===== src/rtl/scq_pkg.sv =====
// Shared types, command codes and frame constants for the sound cue queue sequencer.
// No dependencies; the queue, serializer and top rtl files refer to this package by scoped names.
`timescale 1ns / 1ps
`default_nettype none

package scq_pkg;

    // Input command codes
    localparam logic [3:0] CMD_TICK         = 4'd0;
    localparam logic [3:0] CMD_ENQ_TRACK    = 4'd1;
    localparam logic [3:0] CMD_ENQ_SILENCE  = 4'd2;
    localparam logic [3:0] CMD_CLEAR        = 4'd3;
    localparam logic [3:0] CMD_WRITE_DUR    = 4'd4;
    localparam logic [3:0] CMD_READ_DUR     = 4'd5;
    localparam logic [3:0] CMD_VOLUME       = 4'd6;
    localparam logic [3:0] CMD_PLAY_INDEX   = 4'd7;
    localparam logic [3:0] CMD_FOLDER_TRACK = 4'd8;
    localparam logic [3:0] CMD_RAW_BYTE     = 4'd9;

    // Player frame opcodes
    localparam logic [7:0] OP_PLAY_INDEX   = 8'h03;
    localparam logic [7:0] OP_VOLUME       = 8'h06;
    localparam logic [7:0] OP_FOLDER_TRACK = 8'h0F;

    // Fixed frame bytes
    localparam logic [7:0] FRAME_START   = 8'h7E;
    localparam logic [7:0] FRAME_VERSION = 8'hFF;
    localparam logic [7:0] FRAME_LENGTH  = 8'h06;
    localparam logic [7:0] FRAME_NOACK   = 8'h00;
    localparam logic [7:0] FRAME_END     = 8'hEF;

    localparam logic [7:0]  FOLDER_MIN  = 8'd1;
    localparam logic [7:0]  FOLDER_MAX  = 8'd99;
    localparam logic [15:0] VOLUME_MAX  = 16'd30;
    localparam logic [19:0] DUR_BASE_MS = 20'd50;

    // What a result run carries
    localparam logic [1:0] KIND_NONE  = 2'd0;
    localparam logic [1:0] KIND_RAW   = 2'd1;
    localparam logic [1:0] KIND_FRAME = 2'd2;

    localparam int CUE_W = 17;   // bit 16 set = silence cue

    typedef struct packed {
        logic             push;
        logic             pop;
        logic             clear;
        logic [CUE_W-1:0] wdata;
    } q_ctrl_t;

    typedef struct packed {
        logic [1:0]  kind;
        logic [7:0]  op;
        logic [7:0]  hi;
        logic [7:0]  lo;
        logic [15:0] table_data;
        logic        dropped;
        logic        playing;
    } tx_req_t;

    function automatic logic [7:0] clamp_folder(input logic [7:0] f);
        logic [7:0] r;
        r = f;
        if (f > FOLDER_MAX) r = FOLDER_MAX;
        if (f < FOLDER_MIN) r = FOLDER_MIN;
        return r;
    endfunction

    function automatic logic [7:0] frame_byte(input logic [2:0] idx, input logic [7:0] op,
                                              input logic [7:0] hi, input logic [7:0] lo);
        logic [7:0] b;
        case (idx)
            3'd0:    b = FRAME_START;
            3'd1:    b = FRAME_VERSION;
            3'd2:    b = FRAME_LENGTH;
            3'd3:    b = op;
            3'd4:    b = FRAME_NOACK;
            3'd5:    b = hi;
            3'd6:    b = lo;
            default: b = FRAME_END;
        endcase
        return b;
    endfunction

endpackage

`default_nettype wire


===== src/rtl/scq_tx_stage.sv =====
// Serializer: frames give frame bytes, other kinds one byte; holds the m_ output register.
// Depends on scq_pkg (tx_req_t, frame_byte, KIND_*).
`timescale 1ns / 1ps
`default_nettype none

module scq_tx_stage (
    input  wire                    aclk,
    input  wire                    aresetn,
    input  wire                    start,
    input  wire scq_pkg::tx_req_t  req,
    output logic                   busy,
    output logic                   m_tvalid,
    input  wire                    m_tready,
    output logic [31:0]            m_tdata,
    output logic [0:0]             m_tuser,
    output logic                   m_tlast
);

    scq_pkg::tx_req_t req_reg;
    logic [2:0]       cnt_reg;
    logic             busy_reg;
    logic             m_tvalid_reg;
    logic [31:0]      m_tdata_reg;
    logic             m_tuser_reg;
    logic             m_tlast_reg;
    logic             load;
    logic             last_one;
    logic [7:0]       tx_byte;

    assign load     = busy_reg && (!m_tvalid_reg || m_tready);
    assign last_one = (req_reg.kind != scq_pkg::KIND_FRAME) || (cnt_reg == 3'd7);

    always_comb begin
        case (req_reg.kind)
            scq_pkg::KIND_FRAME:
                tx_byte = scq_pkg::frame_byte(cnt_reg, req_reg.op, req_reg.hi, req_reg.lo);
            scq_pkg::KIND_RAW: tx_byte = req_reg.lo;
            default:           tx_byte = 8'h00;
        endcase
    end

    always_ff @(posedge aclk) begin
        if (!aresetn) begin
            busy_reg     <= 1'b0;
            cnt_reg      <= '0;
            m_tvalid_reg <= 1'b0;
        end else begin
            if (start) begin
                busy_reg <= 1'b1;
                cnt_reg  <= '0;
            end else if (load) begin
                cnt_reg <= cnt_reg + 1'b1;
                if (last_one) begin
                    busy_reg <= 1'b0;
                end
            end
            if (load) begin
                m_tvalid_reg <= 1'b1;
            end else if (m_tready) begin
                m_tvalid_reg <= 1'b0;
            end
        end
    end

    always_ff @(posedge aclk) begin
        if (start) begin
            req_reg <= req;
        end
        if (load) begin
            m_tdata_reg <= {6'd0, req_reg.dropped, req_reg.table_data, req_reg.playing, tx_byte};
            m_tuser_reg <= (req_reg.kind != scq_pkg::KIND_NONE);
            m_tlast_reg <= last_one;
        end
    end

    assign busy       = busy_reg;
    assign m_tvalid   = m_tvalid_reg;
    assign m_tdata    = m_tdata_reg;
    assign m_tuser[0] = m_tuser_reg;
    assign m_tlast    = m_tlast_reg;

endmodule

`default_nettype wire


===== config.mk =====
export PLATFORM = sky130hd
export DESIGN_NAME = scq_tx_stage
export DESIGN_NICKNAME = d
export VERILOG_FILES = /design/src/rtl/scq_pkg.sv /design/src/rtl/scq_tx_stage.sv
export SDC_FILE = /design/constraint.sdc
export NUM_CORES = 1
export LEC_CHECK = 0
export CAP_MARGIN = 10
export CELL_PAD_IN_SITES_DETAIL_PLACEMENT = 1
export CELL_PAD_IN_SITES_GLOBAL_PLACEMENT = 1
export CORE_MARGIN = 5
export CORE_UTILIZATION = 30
export CTS_BUF_LIST = sky130_fd_sc_hd__clkbuf_2 sky130_fd_sc_hd__clkbuf_4 sky130_fd_sc_hd__clkbuf_8
export DETAILED_ROUTE_END_ITERATION = 12
export DONT_BUFFER_PORTS = 1
export GPL_ROUTABILITY_DRIVEN = 1
export GPL_TIMING_DRIVEN = 0
export PLACE_DENSITY = 0.54
export SLEW_MARGIN = 25
export SYNTH_ARGS = -nofsm -noshare
export SYNTH_HDL_FRONTEND = slang
export SYNTH_SLANG_ARGS = --single-unit

===== constraint.sdc =====
create_clock -name aclk -period 6.58 [get_ports aclk]
set_input_delay 0.329 -clock aclk [delete_from_list [all_inputs] [get_ports aclk]]
set_output_delay 0.329 -clock aclk [all_outputs]
set_load 0.02 [all_outputs]

==> impl_metrics.yaml <==
worst_hold_path:
  min-delay-start: "req[42]"
  min_path_type: "input pin to flop"
power_and_ir_drop:
  p_leak_uw: 0.001174
  finalPower_uw: 975.3
  ir_worst_vdd_uv: 111.3
  p_per_area_nw_per_um2: 298.3
route:
  wire_per_inst_um: 16.46
  first_iter_violations: 60
  drc: 0
  via_count: 1392
  wl_met1_mm: 2.288
  met2WireLength_mm: 2.391
  wl_met3_um: 434
  routed_wl_mm: 5.153
  drt_first_pass_iters: 6
  top_layer: "met4"
  ant_nets: 0
  avgViaCountPerCell: 4.447
floorplan:
  die_h_um: 107.9
  fp.dieW_um: 107.9
  core-area_um2: 9284
  row_count: 35
  die-area_um2: 11650
  start_util_pct: 30.98
  num_io_pins: 84
cts:
  clockBufferDepth: 2
  hold_buffers: 0
  postCtsResizedCells: 0
  clkTransAtPathRegs_ns: 0.08
  clk_latency_ns: 0.33
  h-tree-depth: 3
  clock-sinks: 77
  cts_tree: "done"
  cts_setup_buffers: 0
  cts_buffers: 9
  cts_root_buf: "clkbuf_8"
synthesis:
  netlist_top_cells_area: "edfxtp_1 75%, ha_1 3.9%, dfxtp_1 3.5%"
  syn_inst: 164
  yosysTopAreaCellShare_pct: 75.16
  yosysSeqAreaShare_pct: 78.64
  synth_edf_count: 72
  synth_ff_type: "edfxtp_1"
  ys_async_sr_fraction_pct: 0
  synth_warnings: 0
  syn_area_per_cell_um2: 17.54
  yosysUniqueCellTypes: 32
  synthTopCellsByCount: "72 x edfxtp_1, 11 x a21oi_1, 9 x ha_1"
  synth_seq_cells: 77
  synth.largest_area_cell: "edfxtp_1"
  syn_area_um2: 2877
  synth_most_common_cell: "edfxtp_1"
sta:
  hold_viol_final: 0
  rsz0062_at_grt: "no"
  period_minus_slack_ns: 1.869
  drv_slew: 0
  finalCritPeriodShare_pct: 28.41
  timing.fmax_mhz: 534.9
  worst_clock_skew_ns: 0.01245
  whs_ns: 0.08820
  fin_setup_tns_ns: 0
  setup_viol: 0
global_routing:
  gr-total-overflow: 0
  track_usage_pct: 9.246
  grt_first_pass_wirelength_mm: 8.148
  grt_max_degree: 47
  antenna_found_initial: 0
  grt_pass1_vias: 1536
final_layout:
  n_antenna_cell: 0
  largest_reg_flops: 44
  final_core_util_pct: 35.22
  area_growth_pct: 13.66
  nets: 238
  drive_gt1_share_pct: 15.22
placed_design:
  hpwl_mm: 3.821
  routabilityCongestion: 0.7216
  numPortBuffers: 0
critical_path:
  worstSetupEndpointType: "flop"
  critPathKind: "flop to flop"
  crit_start: "cnt_reg[0]"
  cp.required_ns: 6.66
  worstPathMaxFanout: 8
  r2r_start: "cnt_reg[0]"
  start_kind: "flop"
  arrival_ns: 1.95
flow_run:
  drv_cap: 0
status:
  outcome: "complete, no violations"
[kinds of logic after synthesis]
family | Yosys count | share of synthesized area (%)
other | 1 | 0.1304
buffers and inverters | 18 | 3.697
flip-flops | 77 | 78.64
adder cells (fa/ha/maj) | 9 | 3.915
multiplexers | 1 | 0.3480
AND/OR/NAND/NOR | 23 | 4.263
AO/OA/AOI/OAI | 35 | 9.004
[metrics by stage]
stage	setup slack (ns)	cells	instance area, um2
after floorplan	4.313	169	2895
after global placement	3.655	298	3057
after detailed placement	4.745	299	3092
after CTS	4.693	313	3269
after global routing	4.646	313	3269
final	4.711	313	3269
[worst max-delay path, cell delays in order (launching register included)]
cell and delay, ns:
dfxtp_1 0.35, ha_1 0.26, ha_1 0.20, clkbuf_1 0.19, a22oi_1 0.26, o211ai_1 0.13, a41o_1 0.25
[layer usage]
metal  GRT usage [%]  vias up
met4           3.607        0
met2           14.65       78
met3           4.439        5
met5               0        -
li1                -      647
met1           10.84      662
[where the power goes]
part | switching (uW) | internal (uW) | total, uW | leakage (uW)
clock network | 157 | 170 | 326 | 0.0000947
registers | 26.1 | 576 | 602 | 0.000737
logic | 27.4 | 19.1 | 46.6 | 0.000342
total | 210 | 765 | 975 | 0.00117
[path summary, 6_finish.rpt]
kind,end,slack [ns],depth (start not counted)
worst max-delay path,m_tdata[4],4.71,6
worst min register to register,m_tdata[20],0.42,0
worst min-delay path,req_reg[42],0.09,0
worst max register to register,m_tdata[4],4.71,6
[final cells by class]
| type | count | area, um2 |
|---|---|---|
| Clock inverter | 5 | 53.80 |
| Buffer | 11 | 80.08 |
| Inverter | 7 | 26.28 |
| Sequential cell | 77 | 2262 |
| Tap cell | 129 | 161.4 |
| Multi-Input combinational cell | 74 | 534.3 |
| Timing Repair Buffer | 1 | 27.53 |
| Clock buffer | 9 | 123.9 |
| Fill cell | 952 | 6015 |
[placed cells by master, fill, tap and decap left out, types with 2 or more instances in the layout]
cell and instances:
conb_1 6, inv_1 7, buf_4 6, a21o_1 7
buf_6 2, nand2_1 8, nand3_1 3, clkinv_2 3
o21ai_0 2, or2b_1 2, ha_1 9, a222oi_1 7
a21oi_1 11, nand2b_1 4, edfxtp_1 72, dfxtp_1 5
clkbuf_8 9
No activity file was read; power rests on OpenSTA's default activity.
