<file path="src/rtl/scq_pkg.sv">
// Shared types, command codes and frame constants for the sound cue queue sequencer.
// No dependencies; the queue, serializer and top rtl files refer to this package by scoped names.
`timescale 1ns / 1ps
`default_nettype none

package scq_pkg;

    // Input command codes
    localparam logic [3:0] CMD_TICK         = 4'd0;
    localparam logic [3:0] CMD_ENQ_TRACK    = 4'd1;
    localparam logic [3:0] CMD_ENQ_SILENCE  = 4'd2;
    localparam logic [3:0] CMD_CLEAR        = 4'd3;
    localparam logic [3:0] CMD_WRITE_DUR    = 4'd4;
    localparam logic [3:0] CMD_READ_DUR     = 4'd5;
    localparam logic [3:0] CMD_VOLUME       = 4'd6;
    localparam logic [3:0] CMD_PLAY_INDEX   = 4'd7;
    localparam logic [3:0] CMD_FOLDER_TRACK = 4'd8;
    localparam logic [3:0] CMD_RAW_BYTE     = 4'd9;

    // Player frame opcodes
    localparam logic [7:0] OP_PLAY_INDEX   = 8'h03;
    localparam logic [7:0] OP_VOLUME       = 8'h06;
    localparam logic [7:0] OP_FOLDER_TRACK = 8'h0F;

    // Fixed frame bytes
    localparam logic [7:0] FRAME_START   = 8'h7E;
    localparam logic [7:0] FRAME_VERSION = 8'hFF;
    localparam logic [7:0] FRAME_LENGTH  = 8'h06;
    localparam logic [7:0] FRAME_NOACK   = 8'h00;
    localparam logic [7:0] FRAME_END     = 8'hEF;

    localparam logic [7:0]  FOLDER_MIN  = 8'd1;
    localparam logic [7:0]  FOLDER_MAX  = 8'd99;
    localparam logic [15:0] VOLUME_MAX  = 16'd30;
    localparam logic [19:0] DUR_BASE_MS = 20'd50;

    // What a result run carries
    localparam logic [1:0] KIND_NONE  = 2'd0;
    localparam logic [1:0] KIND_RAW   = 2'd1;
    localparam logic [1:0] KIND_FRAME = 2'd2;

    localparam int CUE_W = 17;   // bit 16 set = silence cue

    typedef struct packed {
        logic             push;
        logic             pop;
        logic             clear;
        logic [CUE_W-1:0] wdata;
    } q_ctrl_t;

    typedef struct packed {
        logic [1:0]  kind;
        logic [7:0]  op;
        logic [7:0]  hi;
        logic [7:0]  lo;
        logic [15:0] table_data;
        logic        dropped;
        logic        playing;
    } tx_req_t;

    function automatic logic [7:0] clamp_folder(input logic [7:0] f);
        logic [7:0] r;
        r = f;
        if (f > FOLDER_MAX) r = FOLDER_MAX;
        if (f < FOLDER_MIN) r = FOLDER_MIN;
        return r;
    endfunction

    function automatic logic [7:0] frame_byte(input logic [2:0] idx, input logic [7:0] op,
                                              input logic [7:0] hi, input logic [7:0] lo);
        logic [7:0] b;
        case (idx)
            3'd0:    b = FRAME_START;
            3'd1:    b = FRAME_VERSION;
            3'd2:    b = FRAME_LENGTH;
            3'd3:    b = op;
            3'd4:    b = FRAME_NOACK;
            3'd5:    b = hi;
            3'd6:    b = lo;
            default: b = FRAME_END;
        endcase
        return b;
    endfunction

endpackage

`default_nettype wire

</file>
<file path="src/rtl/scq_cue_queue.sv">
// Cue queue: circular buffer in a synchronous memory with head pointer and fill count.
// Depends on scq_pkg (q_ctrl_t, CUE_W).
`timescale 1ns / 1ps
`default_nettype none

module scq_cue_queue #(
    parameter int QUEUE_DEPTH = 16
) (
    input  wire                      aclk,
    input  wire                      aresetn,
    input  wire scq_pkg::q_ctrl_t    ctrl,
    output logic [scq_pkg::CUE_W-1:0] rd_data,
    output logic                     empty,
    output logic                     full
);

    localparam int AW = (QUEUE_DEPTH > 1) ? $clog2(QUEUE_DEPTH) : 1;
    localparam int CW = $clog2(QUEUE_DEPTH + 1);

    logic [scq_pkg::CUE_W-1:0] q_mem [QUEUE_DEPTH];
    logic [scq_pkg::CUE_W-1:0] rd_data_reg;
    logic [AW-1:0]             head_reg, head_next;
    logic [CW-1:0]             count_reg, count_next;
    logic [AW:0]               tail_sum;
    logic [AW-1:0]             tail;

    assign tail_sum = {1'b0, head_reg} + (AW + 1)'(count_reg);
    assign tail     = (tail_sum >= (AW + 1)'(QUEUE_DEPTH))
                    ? AW'(tail_sum - (AW + 1)'(QUEUE_DEPTH)) : tail_sum[AW-1:0];

    assign empty   = (count_reg == '0);
    assign full    = (count_reg == CW'(QUEUE_DEPTH));
    assign rd_data = rd_data_reg;

    always_comb begin
        head_next  = head_reg;
        count_next = count_reg;
        if (ctrl.clear) begin
            count_next = '0;
        end else if (ctrl.pop && !empty) begin
            head_next  = (head_reg == AW'(QUEUE_DEPTH - 1)) ? '0 : head_reg + 1'b1;
            count_next = count_reg - 1'b1;
        end else if (ctrl.push && !full) begin
            count_next = count_reg + 1'b1;
        end
    end

    always_ff @(posedge aclk) begin
        if (!aresetn) begin
            head_reg  <= '0;
            count_reg <= '0;
        end else begin
            head_reg  <= head_next;
            count_reg <= count_next;
        end
    end

    // Head entry is read every cycle into a registered output.
    always_ff @(posedge aclk) begin
        if (ctrl.push && !full && !ctrl.clear) begin
            q_mem[tail] <= ctrl.wdata;
        end
        rd_data_reg <= q_mem[head_reg];
    end

endmodule

`default_nettype wire

</file>
<file path="config.mk">
export PLATFORM = sky130hd
export DESIGN_NAME = scq_cue_queue
export DESIGN_NICKNAME = d
export VERILOG_FILES = /design/src/rtl/scq_pkg.sv /design/src/rtl/scq_cue_queue.sv
export SDC_FILE = /design/constraint.sdc
export NUM_CORES = 1
export LEC_CHECK = 0
export BUFFER_PORTS_ARGS = -buffer_cell sky130_fd_sc_hd__buf_2
export CORE_MARGIN = 4
export CORE_UTILIZATION = 51
export DETAILED_ROUTE_END_ITERATION = 16
export GPL_TIMING_DRIVEN = 0
export PLACE_DENSITY = 0.77
export REMOVE_ABC_BUFFERS = 1
export SLEW_MARGIN = 15
export SYNTH_ARGS = -nofsm -noshare
export SYNTH_HDL_FRONTEND = slang
export SYNTH_SLANG_ARGS = --single-unit
</file>
<file path="constraint.sdc">
create_clock -name aclk -period 3.7 [get_ports aclk]
set_clock_uncertainty 0.2 [all_clocks]
set_input_delay 0.555 -clock aclk [delete_from_list [all_inputs] [get_ports aclk]]
set_output_delay 0.555 -clock aclk [all_outputs]
set_load 0.005 [all_outputs]
</file>
==> out/results.txt <==
The flow ran to the end, and the final reports show no timing, DRC or antenna violations. The logs give 1 for the initial antenna violation count and 0.471 ns for the least setup slack across all paths after layout. In this run, synthesis produced a sequential element count of 298. The average footprint of a synthesized cell is 20.5 um^2, and the clock-pin transition on the worst setup and hold timing paths is 0.06 ns. The run gives 0 as the final max-slew violation count. In the final routed layout, each cell accounts on average for 25.8 um.

The hold violation total from the final report is 0. For the sequential share of the synthesized area, the log shows 76.4%. The tools report the design area as 0.0130 mm^2. The achievable clock frequency is 310 MHz.

Across all layers, the routed design uses 5621 vias. The run gives 0 as the buffers inserted during post-CTS setup optimization. Setup repair after global routing left no endpoint under its margin.

Before CTS, the worst setup slack after placement is 0.429 ns. The logs give 5934 for the via count of the first global-routing pass and 3.19 ns for the data arrival time of the critical path. The detail route stage leaves a number of antenna-violating nets equal to 0. The tools report the setup-violating endpoint count in the final report as 0.

The tools report the clock root buffer as clkbuf_16. Chip height: 157 um. For this run, the number of Yosys warnings is 0. Gates resized during post-CTS repair numbered 0. At the end of routability-driven placement, the weighted congestion stood at 0.831. The die covers 0.0248 mm^2.

The utilization of the core after routing was 59.3%. The run gives 13.0 mm as the placed wire-length estimate after detailed placement. The time the worst path needs with I/O delays and setup came out at 3.23 ns. STA classifies the critical path endpoint as a register. Pin placement for this block handled 41 I/O pins. The number of cells on the worst reg-to-reg path was 5; the number of instances in the synthesized netlist was 555. The area growth from synthesis to layout was 14.2%. The number of buffers inserted for hold repair after clock tree synthesis is 0, and the number of vias per cell is 6.18. The core footprint is 0.0219 mm^2, and the starting DRC count in detailed routing is 673.

During placement, the flow inserted port buffers numbering 40. Category of the critical setup timing path: register to register. At the later pin of the worst-skew pair, clock insertion delay measures 0.53 ns. The number of clock buffers added by TritonCTS is 29.

The first TritonRoute pass finished after 4 iterations. The tightest hold path in the finished design has a slack of 0.127 ns. For the pin with the worst max-slew slack, the measured transition is 1.13 ns. Synthesis instantiated 39 different standard cells from the library. The min-delay analysis places its worst path in the category primary input to register. The CTS H-tree depth is 1, and the total overflow reported by the global router is 0. The register with the most flip-flops in the layout has 272 of them. The run gives 639 as the layout net count. In the layout the commonest cells are edfxtp_1 (272), mux4_2 (68), buf_2 (40), a22oi_1 (34), clkbuf_16 (29). In this run the worst setup path begins at head_reg[0].

The total power divided by cell area works out to 526 mW/mm^2. The longest clock path from root to sink contains 3 buffers. The first global-routing pass estimated 36.0 mm of wire. Headroom to the max-slew limit came out at 24.9%. The tools report the source of the worst register-to-register timing path as head_reg[0].

The highest net fanout along the worst path came out at 21. Dividing the final minimum period by the clock period gives 87.3%. 0 antenna diodes ended up in the layout. The number of max-capacitance violations reported was 0.

Number of clock sinks seen by CTS: 298. Leading cell type in the layout, fill and taps excluded: edfxtp_1. The total wirelength of the detailed-routed design is 23.5 mm. In this run the most critical hold path is launched from aresetn. The run gives 0.290 mV as the peak supply drop. Entering global routing, the biggest net connects 55 pins. In this run the cell area measured after placement is 0.0121 mm^2. In this run the horizontal extent of the chip is 157 um.

The worst hold path passes through 3 cells. For this design the static power due to leakage is 4.14 nW. After detailed routing, the number of remaining DRC violations is 0. Data on the critical path is required at its endpoint by 3.66 ns.

TritonCTS built the clock tree. Global routing used 19.6% of the available tracks. The starting density of the core was 52.0%. The ratio of cells with drive above 1 in the final layout came out at 29.0%. After synthesis the cells add up to 0.0114 mm^2. Startpoint class of the critical path: a register.

Total number of placement rows: 54.
## final timing paths
path / slack, ns / to
min reg2reg: 0.37 / count_reg[2]
min: 0.13 / head_reg[1]
max reg2reg: 0.47 / q_mem[10][2]
max: 0.47 / q_mem[10][2]
## kinds of logic after synthesis
group / share of synthesized area [%]
buffers and inverters: 1.08
adders and majority gates: 1.12
AOI/OAI and AO/OA: 3.62
DFF: 76.4
and+or+nand+nor: 3.42
muxes: 14.0
xor gates and xnor gates: 0.385
## where the power goes
group	internal, mW	total (mW)	switching [mW]
clock network	1.60	2.80	1.20
logic	0.130	0.297	0.166
registers	3.72	3.74	0.0217
## area by class of cell
cell class / count / area, um^2
inverter: 6 / 22.5
sequential: 298 / 8700
timing repair buffer: 46 / 320
clock inverter: 17 / 144
multi-input combinational: 227 / 2690
tap: 280 / 350
fill: 1536 / 8900
clock buffer: 36 / 762
## synth_stat cells
| master | instances | area [um^2] |
|---|---|---|
| edfxtp_1 | 272 | 8170 |
| mux4_2 | 68 | 1530 |
| a22oi_1 | 34 | 255 |
| dfxtp_1 | 26 | 521 |
| nor2_1 | 26 | 97.6 |
| nand2_1 | 23 | 86.3 |
| clkbuf_1 | 13 | 48.8 |
| a21oi_1 | 10 | 50.1 |
| buf_2 | 8 | 40.0 |
| ha_1 | 7 | 87.6 |
| inv_1 | 6 | 22.5 |
| nand3_1 | 6 | 30.0 |
| mux2i_1 | 5 | 50.1 |
| nor2b_1 | 5 | 31.3 |
| o21ai_0 | 5 | 25.0 |
| a21o_1 | 4 | 30.0 |
| nand4_1 | 4 | 25.0 |
| buf_1 | 3 | 11.3 |
| nand2b_1 | 3 | 18.8 |
| xnor2_1 | 3 | 26.3 |
| a211oi_1 | 2 | 15.0 |
| fa_1 | 2 | 40.0 |
| nand4b_1 | 2 | 17.5 |
| nor3_1 | 2 | 10.0 |
| xor2_1 | 2 | 17.5 |
| a211o_1 | 1 | 8.76 |
| a21boi_1 | 1 | 7.51 |
| a31o_2 | 1 | 8.76 |
| a31oi_1 | 1 | 6.26 |
| and2_1 | 1 | 6.26 |
| and3_4 | 1 | 11.3 |
| mux2_2 | 1 | 11.3 |
| nor3_2 | 1 | 10.0 |
| nor4_1 | 1 | 6.26 |
| o21ai_1 | 1 | 5.00 |
| or2_2 | 1 | 6.26 |
| or3_4 | 1 | 11.3 |
| or4_4 | 1 | 11.3 |
| or4b_1 | 1 | 10.0 |
## per-stage QoR
stage	setup TNS (ns)	total power [mW]	cells
after floorplan	-479.23	3.99	531
after global placement	-1051.87	4.09	851
after detailed placement	0	4.11	857
after CTS	0	6.88	910
after global routing	0	7.06	910
final	0	6.83	910
## critical path: stages, from the launching register on
cell,delay (ns)
dfxtp_4,0.46
ha_1,0.28
fa_1,0.52
nor2b_1,0.19
nand4b_1,0.42
nor2_4,0.78
## routing by layer
metal	global-route usage (%)	vias to the layer above	wire, um
met2	34.0	227	12400
met4	3.85	2	363
met5	0	-	13
li1	-	2406	-
met3	3.93	34	1660
met1	26.2	2952	9060
Note: power is estimated with default switching activity, not from simulation.
